File: src/rtl/core/lsft_pkg.sv
`timescale 1ns / 1ps

package lsft_pkg;

    // Default storage widths
    localparam int TIME_WIDTH_DEF  = 32;
    localparam int FLOOR_WIDTH_DEF = 8;

    // Fixed field widths
    localparam int OP_W        = 3;
    localparam int MOTION_W    = 3;
    localparam int FLOOR_OUT_W = 8;
    localparam int DIR_W       = 2;
    localparam int CLOSE_W     = 8;
    localparam int TIME_OUT_W  = 32;

    // Operation codes
    localparam logic [OP_W-1:0] OP_UP_EDGE   = 3'd0;
    localparam logic [OP_W-1:0] OP_DOWN_EDGE = 3'd1;
    localparam logic [OP_W-1:0] OP_DOOR_EDGE = 3'd2;
    localparam logic [OP_W-1:0] OP_SETTLED   = 3'd3;
    localparam logic [OP_W-1:0] OP_TICK      = 3'd4;

    // Direction codes
    localparam logic [DIR_W-1:0] DIR_UP    = 2'd0;
    localparam logic [DIR_W-1:0] DIR_DOWN  = 2'd1;
    localparam logic [DIR_W-1:0] DIR_LEVEL = 2'd2;

    // Reported motion codes
    localparam logic [MOTION_W-1:0] MC_LVL_STATIC = 3'd0;
    localparam logic [MOTION_W-1:0] MC_LVL_MOVING = 3'd1;
    localparam logic [MOTION_W-1:0] MC_RISE1      = 3'd2;
    localparam logic [MOTION_W-1:0] MC_RISE2      = 3'd3;
    localparam logic [MOTION_W-1:0] MC_RISE3      = 3'd4;
    localparam logic [MOTION_W-1:0] MC_FALL1      = 3'd5;
    localparam logic [MOTION_W-1:0] MC_FALL2      = 3'd6;
    localparam logic [MOTION_W-1:0] MC_FALL3      = 3'd7;

    // Rise and fall sequence, one-hot
    typedef enum logic [7:0] {
        M_LVL_STATIC = 8'b0000_0001,
        M_LVL_MOVING = 8'b0000_0010,
        M_RISE1      = 8'b0000_0100,
        M_RISE2      = 8'b0000_1000,
        M_RISE3      = 8'b0001_0000,
        M_FALL1      = 8'b0010_0000,
        M_FALL2      = 8'b0100_0000,
        M_FALL3      = 8'b1000_0000
    } t_motion;

    typedef struct packed {
        logic [OP_W-1:0] operation;
        logic            up_switch;
        logic            down_switch;
        logic            door_open;
        logic            occupied;
    } t_item;

    typedef struct packed {
        logic [MOTION_W-1:0]    motion_state;
        logic [FLOOR_OUT_W-1:0] floor;
        logic [DIR_W-1:0]       direction;
        logic [CLOSE_W-1:0]     door_close_count;
        logic                   fault_moving_door_open;
        logic                   fault_start_door_open;
        logic [TIME_OUT_W-1:0]  travel_time;
        logic                   settle_timer_run;
        logic                   occupancy_timer_run;
        logic                   door_timer_run;
    } t_result;

    // Map the one-hot sequence state to its reported code
    function automatic logic [MOTION_W-1:0] motion_code(input t_motion m);
        logic [MOTION_W-1:0] code;
        case (m)
            M_LVL_STATIC: code = MC_LVL_STATIC;
            M_LVL_MOVING: code = MC_LVL_MOVING;
            M_RISE1:      code = MC_RISE1;
            M_RISE2:      code = MC_RISE2;
            M_RISE3:      code = MC_RISE3;
            M_FALL1:      code = MC_FALL1;
            M_FALL2:      code = MC_FALL2;
            M_FALL3:      code = MC_FALL3;
            default:      code = MC_LVL_STATIC;
        endcase
        return code;
    endfunction

endpackage

File: src/rtl/core/lsft_in_stage.sv
`timescale 1ns / 1ps

module lsft_in_stage (
    input  logic           i_clk,
    input  logic           i_rst_n,
    input  logic           i_valid,
    output logic           o_ready,
    input  lsft_pkg::t_item i_item,
    input  logic           i_advance,
    output logic           o_valid,
    output lsft_pkg::t_item o_item
);

    logic            r_valid;
    lsft_pkg::t_item r_item;
    logic            w_load;

    // Take a new transfer when empty or when the held item moves on
    assign o_ready = !r_valid || i_advance;
    assign w_load  = i_valid && o_ready;

    always_ff @(posedge i_clk) begin
        if (!i_rst_n) begin
            r_valid <= 1'b0;
        end else if (w_load) begin
            r_valid <= 1'b1;
        end else if (i_advance) begin
            r_valid <= 1'b0;
        end
    end

    // Hold the payload until replaced
    always_ff @(posedge i_clk) begin
        if (w_load) begin
            r_item <= i_item;
        end
    end

    assign o_valid = r_valid;
    assign o_item  = r_item;

endmodule

File: src/rtl/core/lsft_core.sv
`timescale 1ns / 1ps

module lsft_core #(
    parameter int TIME_WIDTH  = lsft_pkg::TIME_WIDTH_DEF,
    parameter int FLOOR_WIDTH = lsft_pkg::FLOOR_WIDTH_DEF
) (
    input  logic              i_clk,
    input  logic              i_rst_n,
    input  logic              i_advance,
    input  lsft_pkg::t_item   i_item,
    output lsft_pkg::t_result o_result
);

    lsft_pkg::t_motion            r_motion, n_motion;
    logic [FLOOR_WIDTH-1:0]       r_floor, n_floor;
    logic [lsft_pkg::DIR_W-1:0]   r_dir, n_dir;
    logic [lsft_pkg::CLOSE_W-1:0] r_closures, n_closures;
    logic                         r_fault_move, n_fault_move;
    logic                         r_fault_start, n_fault_start;
    logic [TIME_WIDTH-1:0]        r_travel_cnt, n_travel_cnt;
    logic                         r_travel_run, n_travel_run;
    logic [TIME_WIDTH-1:0]        r_captured, n_captured;
    logic                         r_settle_run, n_settle_run;
    logic                         r_occ_run, n_occ_run;
    logic                         r_door_run, n_door_run;

    logic w_up, w_down, w_door, w_occ;
    logic w_level;

    assign w_up    = i_item.up_switch;
    assign w_down  = i_item.down_switch;
    assign w_door  = i_item.door_open;
    assign w_occ   = i_item.occupied;
    assign w_level = (r_motion == lsft_pkg::M_LVL_STATIC) ||
                     (r_motion == lsft_pkg::M_LVL_MOVING);

    // Next state for one item
    always_comb begin
        n_motion      = r_motion;
        n_floor       = r_floor;
        n_dir         = r_dir;
        n_closures    = r_closures;
        n_fault_move  = r_fault_move;
        n_fault_start = r_fault_start;
        n_travel_cnt  = r_travel_cnt;
        n_travel_run  = r_travel_run;
        n_captured    = r_captured;
        n_settle_run  = r_settle_run;
        n_occ_run     = r_occ_run;
        n_door_run    = r_door_run;

        case (i_item.operation)
            lsft_pkg::OP_UP_EDGE: begin
                if (w_up) begin
                    if (!w_down && r_motion == lsft_pkg::M_RISE2) begin
                        n_motion = lsft_pkg::M_RISE3;
                    end else if (w_down && r_motion == lsft_pkg::M_FALL3) begin
                        // Floor passed on the way down
                        n_motion     = lsft_pkg::M_LVL_MOVING;
                        n_settle_run = 1'b1;
                        if (r_dir == lsft_pkg::DIR_UP) begin
                            n_floor = r_floor + 1'b1;
                        end else if (r_dir == lsft_pkg::DIR_DOWN) begin
                            n_floor = r_floor - 1'b1;
                        end
                    end
                end else begin
                    if (w_down && (w_level || r_motion == lsft_pkg::M_FALL1)) begin
                        // Leave level upward
                        if (r_motion == lsft_pkg::M_LVL_STATIC && w_door) begin
                            n_fault_start = 1'b1;
                        end
                        n_motion   = lsft_pkg::M_RISE1;
                        n_dir      = lsft_pkg::DIR_UP;
                        n_occ_run  = 1'b0;
                        n_closures = '0;
                    end else if (!w_down && r_motion == lsft_pkg::M_FALL1) begin
                        n_settle_run = 1'b0;
                        n_motion     = lsft_pkg::M_FALL2;
                    end
                end
            end
            lsft_pkg::OP_DOWN_EDGE: begin
                if (w_down) begin
                    if (w_up && r_motion == lsft_pkg::M_RISE3) begin
                        // Floor passed on the way up; capture travel time
                        n_motion     = lsft_pkg::M_LVL_MOVING;
                        n_settle_run = 1'b1;
                        n_travel_run = 1'b0;
                        n_captured   = r_travel_cnt;
                        if (r_dir == lsft_pkg::DIR_UP) begin
                            n_floor = r_floor + 1'b1;
                        end else if (r_dir == lsft_pkg::DIR_DOWN) begin
                            n_floor = r_floor - 1'b1;
                        end
                    end else if (!w_up && r_motion == lsft_pkg::M_FALL2) begin
                        n_travel_run = 1'b0;
                        n_captured   = r_travel_cnt;
                        n_motion     = lsft_pkg::M_FALL3;
                    end
                end else begin
                    if (!w_up && r_motion == lsft_pkg::M_RISE1) begin
                        n_settle_run = 1'b0;
                        n_travel_cnt = '0;
                        n_travel_run = 1'b1;
                        n_motion     = lsft_pkg::M_RISE2;
                    end else if (w_up && (w_level || r_motion == lsft_pkg::M_RISE1)) begin
                        // Leave level downward and start timing
                        n_travel_cnt = '0;
                        n_travel_run = 1'b1;
                        if (r_motion == lsft_pkg::M_LVL_STATIC && w_door) begin
                            n_fault_start = 1'b1;
                        end
                        n_motion   = lsft_pkg::M_FALL1;
                        n_dir      = lsft_pkg::DIR_DOWN;
                        n_occ_run  = 1'b0;
                        n_closures = '0;
                    end
                end
            end
            lsft_pkg::OP_DOOR_EDGE: begin
                if (!w_door) begin
                    n_door_run = 1'b0;
                    if (r_dir == lsft_pkg::DIR_LEVEL) begin
                        n_closures = r_closures + 1'b1;
                        if (w_occ) begin
                            n_occ_run = 1'b1;
                        end
                    end
                end else begin
                    n_door_run = 1'b1;
                    n_occ_run  = 1'b0;
                    if (r_dir == lsft_pkg::DIR_UP || r_dir == lsft_pkg::DIR_DOWN) begin
                        n_fault_move = 1'b1;
                    end
                end
            end
            lsft_pkg::OP_SETTLED: begin
                n_motion = lsft_pkg::M_LVL_STATIC;
                n_dir    = lsft_pkg::DIR_LEVEL;
            end
            lsft_pkg::OP_TICK: begin
                if (r_travel_run) begin
                    n_travel_cnt = r_travel_cnt + 1'b1;
                end
            end
            default: begin
            end
        endcase
    end

    // Commit state when the item moves to the result register
    always_ff @(posedge i_clk) begin
        if (!i_rst_n) begin
            r_motion      <= lsft_pkg::M_LVL_STATIC;
            r_floor       <= '0;
            r_dir         <= lsft_pkg::DIR_LEVEL;
            r_closures    <= '0;
            r_fault_move  <= 1'b0;
            r_fault_start <= 1'b0;
            r_travel_cnt  <= '0;
            r_travel_run  <= 1'b0;
            r_captured    <= '0;
            r_settle_run  <= 1'b0;
            r_occ_run     <= 1'b0;
            r_door_run    <= 1'b0;
        end else if (i_advance) begin
            r_motion      <= n_motion;
            r_floor       <= n_floor;
            r_dir         <= n_dir;
            r_closures    <= n_closures;
            r_fault_move  <= n_fault_move;
            r_fault_start <= n_fault_start;
            r_travel_cnt  <= n_travel_cnt;
            r_travel_run  <= n_travel_run;
            r_captured    <= n_captured;
            r_settle_run  <= n_settle_run;
            r_occ_run     <= n_occ_run;
            r_door_run    <= n_door_run;
        end
    end

    // Report the state after the update
    always_comb begin
        o_result.motion_state           = lsft_pkg::motion_code(n_motion);
        o_result.floor                  = lsft_pkg::FLOOR_OUT_W'(n_floor);
        o_result.direction              = n_dir;
        o_result.door_close_count       = n_closures;
        o_result.fault_moving_door_open = n_fault_move;
        o_result.fault_start_door_open  = n_fault_start;
        o_result.travel_time            = lsft_pkg::TIME_OUT_W'(n_captured);
        o_result.settle_timer_run       = n_settle_run;
        o_result.occupancy_timer_run    = n_occ_run;
        o_result.door_timer_run         = n_door_run;
    end

endmodule

File: src/rtl/core/lsft_out_stage.sv
`timescale 1ns / 1ps

module lsft_out_stage (
    input  logic              i_clk,
    input  logic              i_rst_n,
    input  logic              i_valid,
    output logic              o_ready,
    input  lsft_pkg::t_result i_result,
    output logic              o_valid,
    input  logic              i_ready,
    output lsft_pkg::t_result o_result
);

    logic              r_valid;
    lsft_pkg::t_result r_result;
    logic              w_load;

    // Accept a result when empty or when the held one is taken
    assign o_ready = !r_valid || i_ready;
    assign w_load  = i_valid && o_ready;

    always_ff @(posedge i_clk) begin
        if (!i_rst_n) begin
            r_valid <= 1'b0;
        end else if (w_load) begin
            r_valid <= 1'b1;
        end else if (i_ready) begin
            r_valid <= 1'b0;
        end
    end

    always_ff @(posedge i_clk) begin
        if (w_load) begin
            r_result <= i_result;
        end
    end

    assign o_valid  = r_valid;
    assign o_result = r_result;

endmodule

File: src/rtl/core/leveling_switch_floor_tracker_top.sv
`timescale 1ns / 1ps
// Path: each input transfer is held in the input register; its result then passes to
// the result register, from which the consumer takes it.
// Throughput: one item per cycle unless i_out_ready stalls the result register;
// the state update is a single combinational pass from input to result register.
// Reset: i_rst_n synchronous, active low; car level static, direction level,
// counters, faults and timer run flags cleared, both stages empty.

module leveling_switch_floor_tracker_top #(
    parameter int TIME_WIDTH  = lsft_pkg::TIME_WIDTH_DEF,
    parameter int FLOOR_WIDTH = lsft_pkg::FLOOR_WIDTH_DEF
) (
    input  logic                             i_clk,
    input  logic                             i_rst_n,
    input  logic                             i_in_valid,
    output logic                             o_in_ready,
    input  logic [lsft_pkg::OP_W-1:0]        i_operation,
    input  logic                             i_up_switch,
    input  logic                             i_down_switch,
    input  logic                             i_door_open,
    input  logic                             i_occupied,
    output logic                             o_out_valid,
    input  logic                             i_out_ready,
    output logic [lsft_pkg::MOTION_W-1:0]    o_motion_state,
    output logic [lsft_pkg::FLOOR_OUT_W-1:0] o_floor,
    output logic [lsft_pkg::DIR_W-1:0]       o_direction,
    output logic [lsft_pkg::CLOSE_W-1:0]     o_door_close_count,
    output logic                             o_fault_moving_door_open,
    output logic                             o_fault_start_door_open,
    output logic [lsft_pkg::TIME_OUT_W-1:0]  o_travel_time,
    output logic                             o_settle_timer_run,
    output logic                             o_occupancy_timer_run,
    output logic                             o_door_timer_run
);

    lsft_pkg::t_item   w_in_item;
    lsft_pkg::t_item   w_held_item;
    lsft_pkg::t_result w_next_result;
    lsft_pkg::t_result w_out_result;
    logic              w_held_valid;
    logic              w_out_ready;
    logic              w_advance;

    // Gather the input fields
    assign w_in_item.operation   = i_operation;
    assign w_in_item.up_switch   = i_up_switch;
    assign w_in_item.down_switch = i_down_switch;
    assign w_in_item.door_open   = i_door_open;
    assign w_in_item.occupied    = i_occupied;

    // Advance the held item when the result register has room
    assign w_advance = w_held_valid && w_out_ready;

    lsft_in_stage u_in_stage (
        .i_clk     (i_clk),
        .i_rst_n   (i_rst_n),
        .i_valid   (i_in_valid),
        .o_ready   (o_in_ready),
        .i_item    (w_in_item),
        .i_advance (w_advance),
        .o_valid   (w_held_valid),
        .o_item    (w_held_item)
    );

    lsft_core #(
        .TIME_WIDTH  (TIME_WIDTH),
        .FLOOR_WIDTH (FLOOR_WIDTH)
    ) u_core (
        .i_clk     (i_clk),
        .i_rst_n   (i_rst_n),
        .i_advance (w_advance),
        .i_item    (w_held_item),
        .o_result  (w_next_result)
    );

    lsft_out_stage u_out_stage (
        .i_clk    (i_clk),
        .i_rst_n  (i_rst_n),
        .i_valid  (w_held_valid),
        .o_ready  (w_out_ready),
        .i_result (w_next_result),
        .o_valid  (o_out_valid),
        .i_ready  (i_out_ready),
        .o_result (w_out_result)
    );

    // Split the result onto its ports
    assign o_motion_state           = w_out_result.motion_state;
    assign o_floor                  = w_out_result.floor;
    assign o_direction              = w_out_result.direction;
    assign o_door_close_count       = w_out_result.door_close_count;
    assign o_fault_moving_door_open = w_out_result.fault_moving_door_open;
    assign o_fault_start_door_open  = w_out_result.fault_start_door_open;
    assign o_travel_time            = w_out_result.travel_time;
    assign o_settle_timer_run       = w_out_result.settle_timer_run;
    assign o_occupancy_timer_run    = w_out_result.occupancy_timer_run;
    assign o_door_timer_run         = w_out_result.door_timer_run;

endmodule
File: config.mk
export PLATFORM = sky130hd
export DESIGN_NAME = leveling_switch_floor_tracker_top
export DESIGN_NICKNAME = d
export VERILOG_FILES = /design/src/rtl/core/lsft_pkg.sv /design/src/rtl/core/lsft_in_stage.sv /design/src/rtl/core/lsft_core.sv /design/src/rtl/core/lsft_out_stage.sv /design/src/rtl/core/leveling_switch_floor_tracker_top.sv
export SDC_FILE = /design/constraint.sdc
export NUM_CORES = 1
export LEC_CHECK = 0
export BUFFER_PORTS_ARGS = -buffer_cell sky130_fd_sc_hd__buf_2
export CELL_PAD_IN_SITES_DETAIL_PLACEMENT = 1
export CELL_PAD_IN_SITES_GLOBAL_PLACEMENT = 2
export CORE_MARGIN = 4
export CORE_UTILIZATION = 30
export CTS_CLUSTER_SIZE = 25
export DETAILED_ROUTE_END_ITERATION = 8
export PLACE_DENSITY_LB_ADDON = 0.25
export REMOVE_ABC_BUFFERS = 1
export SETUP_SLACK_MARGIN = 0.1
export SLEW_MARGIN = 5
export SYNTH_ARGS = -nofsm -noshare
export SYNTH_HDL_FRONTEND = slang
export SYNTH_SLANG_ARGS = --single-unit
File: constraint.sdc
create_clock -name i_clk -period 4.17 [get_ports i_clk]
set_input_delay 0.417 -clock i_clk [delete_from_list [all_inputs] [get_ports i_clk]]
set_output_delay 0.417 -clock i_clk [all_outputs]
set_load 0.02 [all_outputs]
==> metrics.md <==
| Metric | Value |
|---|---|
| CP Max Fanout | `13` |
| Syn Inst Count | `809` |
| Layout cells sized above 1 | `19.5%` |
| Register area | `3910 µm²` |
| Sequential share of the synthesized area | `50.4%` |
| P per Cell Area | `415 nW/µm²` |
| Die Area | `28500 µm²` |
| Drt pass-1 iters | `5` |
| RSZ-0062 raised after global routing | `false` |
| Post-layout min period | `2.98 ns` |
| NumNets Final | `872` |
| Die X | `169 µm` |
| Vias in the first global route | `6279` |
| Vias | `6042` |
| CTS sink count | `163` |
| Pint | `2840 µW` |
| # hold bufs at CTS | `0` |
| Clk slew on worst S/H paths | `0.07 ns` |
| Flop pwr share | `46.1%` |
| Worst path max stage delay | `0.66 ns` |
| Number of synthesized register bits | `163` |
| Drt total wl | `20900 µm` |
| Core Region | `25300 µm²` |
| Pin count of the biggest net entering global routing | `49` |
| Leading cell type in the layout, fill and taps excluded | `nand2_1` |
| EDFF count, synth | `65` |
| Rel. slew slack | `52.1%` |
| Clock Path Buffers | `2` |
| Resized cells post-CTS | `0` |
| CP Capture Type | `register` |
| Critical path buffer and inverter count | `0` |
| Fill cells | `2878` |
| Global route overflow | `0` |
| Gp weighted congestion | `0.844` |
| Count of final max-slew check failures | `0` |
| LEAKAGE | `0.00315 µW` |
| Setup Skew | `0.0156 ns` |
| Setup CP Type | `register to register` |
| Hold path startpoint | `i_up_switch` |
| Initial antenna violation count | `1` |
| Cell Rows | `58` |
| Warning count from the yosys run | `0` |
| CTS tree | `yes` |
| IO Count | `71` |
| Reg2reg setup slack | `1.19 ns` |
| Clock share of power | `48.0%` |
| Asr flop ratio synth | `0%` |
| Fin. Hold Viols | `0` |
| Starting density of the core | `30.7%` |
| Ant diodes | `0` |
| Drt drc | `0` |
| Status | `completed` |
| Hold endpoint | `u_in_stage.o_item[3]` |
| Tot GR Track Use | `15.0%` |
| Startpoint types | `register` |
| Die H | `169 µm` |
| Tot Pwr | `3750 µW` |
| Slowest CP cell | `or3b_1` |
| Worst vdd rail ir drop | `0.176 mV` |
| Reg2reg end | `u_out_stage.o_result[55]` |
| Cells along the critical path | `or3b_1, a31oi_1, a31oi_1, a31oi_1, nand2b_1, nand3_1, a2111oi_2` |
| CP Data Arrival Time | `3.22 ns` |
| Sw frac | `24.2%` |
| Max Cap Viol | `0` |
| Commonest non-fill, non-tap cells in the layout | `nand2_1 (132), dfxtp_1 (98), buf_2 (70)` |
| DRT iter0 DRCs | `312` |
| Drt wl/cell | `17.4 µm` |
| Sw Pwr | `909 µW` |
| Hold WS | `0.162 ns` |
| Netlist cell types | `82` |
| Comb pwr share | `5.9%` |
| DPL Wire Length | `13800 µm` |
| Area growth, synth to finish | `16.5%` |
| Clock Latency Late Sink | `0.44 ns` |
| Least-Margin Pin Slew | `0.717 ns` |
| CTS Buf Count | `17` |
| WP data required | `4.41 ns` |
| Hold path cells | `1` |
| Family with the most delay on the worst path | `compound AO/OA/AOI/OAI gates` |
| First-pass GRT wire length | `34300 µm` |
| Avg Inst Size Synth | `9.60 µm²` |
| Post-Syn Area | `7770 µm²` |
| Post-CTS setup buffers | `0` |
| R2r startpoint | `u_in_stage.o_item[5]` |
| Post-Place Cells | `1168` |
| Count of input and output buffers | `70` |
| Area of the multi-input gates | `3550 µm²` |
| Final worst-path cycle share | `71.4%` |
| Vias per Instance | `5.04` |
| Fmax | `336 MHz` |
| Post-synth top flop | `dfxtp_1` |
| H-tree Lvls | `4` |
| Most repeated library cell on the critical path | `a31oi_1` |
| Fin cells | `1200` |
| Routed Antenna Nets | `0` |
| R2R cell count | `7` |
| Final setup fails | `0` |
| CTS root buffer | `clkbuf_16` |
| Worst Hold Class | `input pin to register` |
==> power by group through the flow <==
stage | sequential [µW] | clock [µW] | combinational (µW)
finish | 1730 | 1800 | 221
global route | 1740 | 1930 | 242
CTS | 1730 | 1850 | 225
detailed placement | 1770 | 0 | 224
global placement | 1760 | 0 | 223
floorplan | 1790 | 0 | 105
==> final cells by class <==
class | instances | area share [%]
clock buffer | 17 | 4.70
clock inverter | 15 | 2.65
inverter | 22 | 0.940
multi-input combinational | 574 | 39.3
sequential | 163 | 43.3
tap | 330 | 4.56
timing repair buffer | 79 | 4.62
==> synth_stat cells (all sizes together), types with 5 or more instances <==
master	number	area [µm²]
a31oi	18	119
nor4	13	118
and3	10	62.6
nand2b	11	68.8
o21ai	28	140
nor3	20	121
mux2	33	372
or2	5	31.3
inv	22	82.6
xnor2	29	254
nand3	24	125
edfxtp	65	1950
or3	15	98.8
o211a	5	50.1
nor4b	6	73.8
and2	6	37.5
xor2	11	104
nor2	67	259
nor3b	5	37.5
clkbuf	29	109
a21oi	60	300
dfxtp	98	1960
nand2	132	495
buf	21	111
==> layer usage <==
layer	vias to the layer above	wire length, µm	GRT usage (%)
met5	-	12	0
met4	2	295	4.06
met3	24	684	2.97
met2	96	9930	25.0
met1	2947	9990	19.8
li1	2973	-	-
==> registers in the layout (all words and copies together), names as in the netlist <==
name	cells
u_core.r_floor	8
u_core.r_travel_cnt	32
u_core.r_travel_run	1
u_core.r_fault_start	1
u_core.r_door_run	1
u_in_stage.o_valid	1
u_out_stage.o_result	58
u_core.r_closures	8
u_core.r_motion	8
u_in_stage.o_item	7
u_core.r_occ_run	1
u_out_stage.o_valid	1
u_core.r_fault_move	1
u_core.r_dir	2
u_core.r_captured	32
u_core.r_settle_run	1
==> how the worst max path moves through the flow <==
stage / from / to / slack, ns / cells after the start
after floorplan: u_out_stage.o_valid / u_core.r_captured[0] / -0.35 / 6
after global placement: u_in_stage.o_item[5] / u_out_stage.o_result[56] / 1.22 / 7
after detailed placement: u_in_stage.o_item[5] / u_out_stage.o_result[55] / 1.25 / 7
after CTS: u_in_stage.o_item[5] / u_out_stage.o_result[55] / 1.22 / 7
after global routing: u_core.r_motion[1] / u_out_stage.o_result[55] / 0.93 / 7
final: u_in_stage.o_item[5] / u_out_stage.o_result[55] / 1.19 / 7
==> cells by family (layout without fill, tap and decap cells) <==
family	after synthesis	count (layout)	synth area share, %
flops	163	163	50.4
compound gates	157	157	13.2
buf+inv	72	133	3.90
mux	36	36	5.17
fa+ha+maj	4	4	0.644
simple gates	337	337	22.1
xor+xnor	40	40	4.61
==> stage by stage <==
step / setup TNS, ns / instance area (µm²) / worst slack [ns] / util, %
floorplan: -9.03 / 7550 / -0.347 / -
global placement: 0 / 8380 / 1.22 / 33.1
detailed placement: 0 / 8380 / 1.25 / 33.1
CTS: 0 / 9050 / 1.22 / 35.7
global route: 0 / 9050 / 0.933 / 35.7
finish: 0 / 9050 / 1.19 / 35.7
Power figures use the tool's default switching activity.
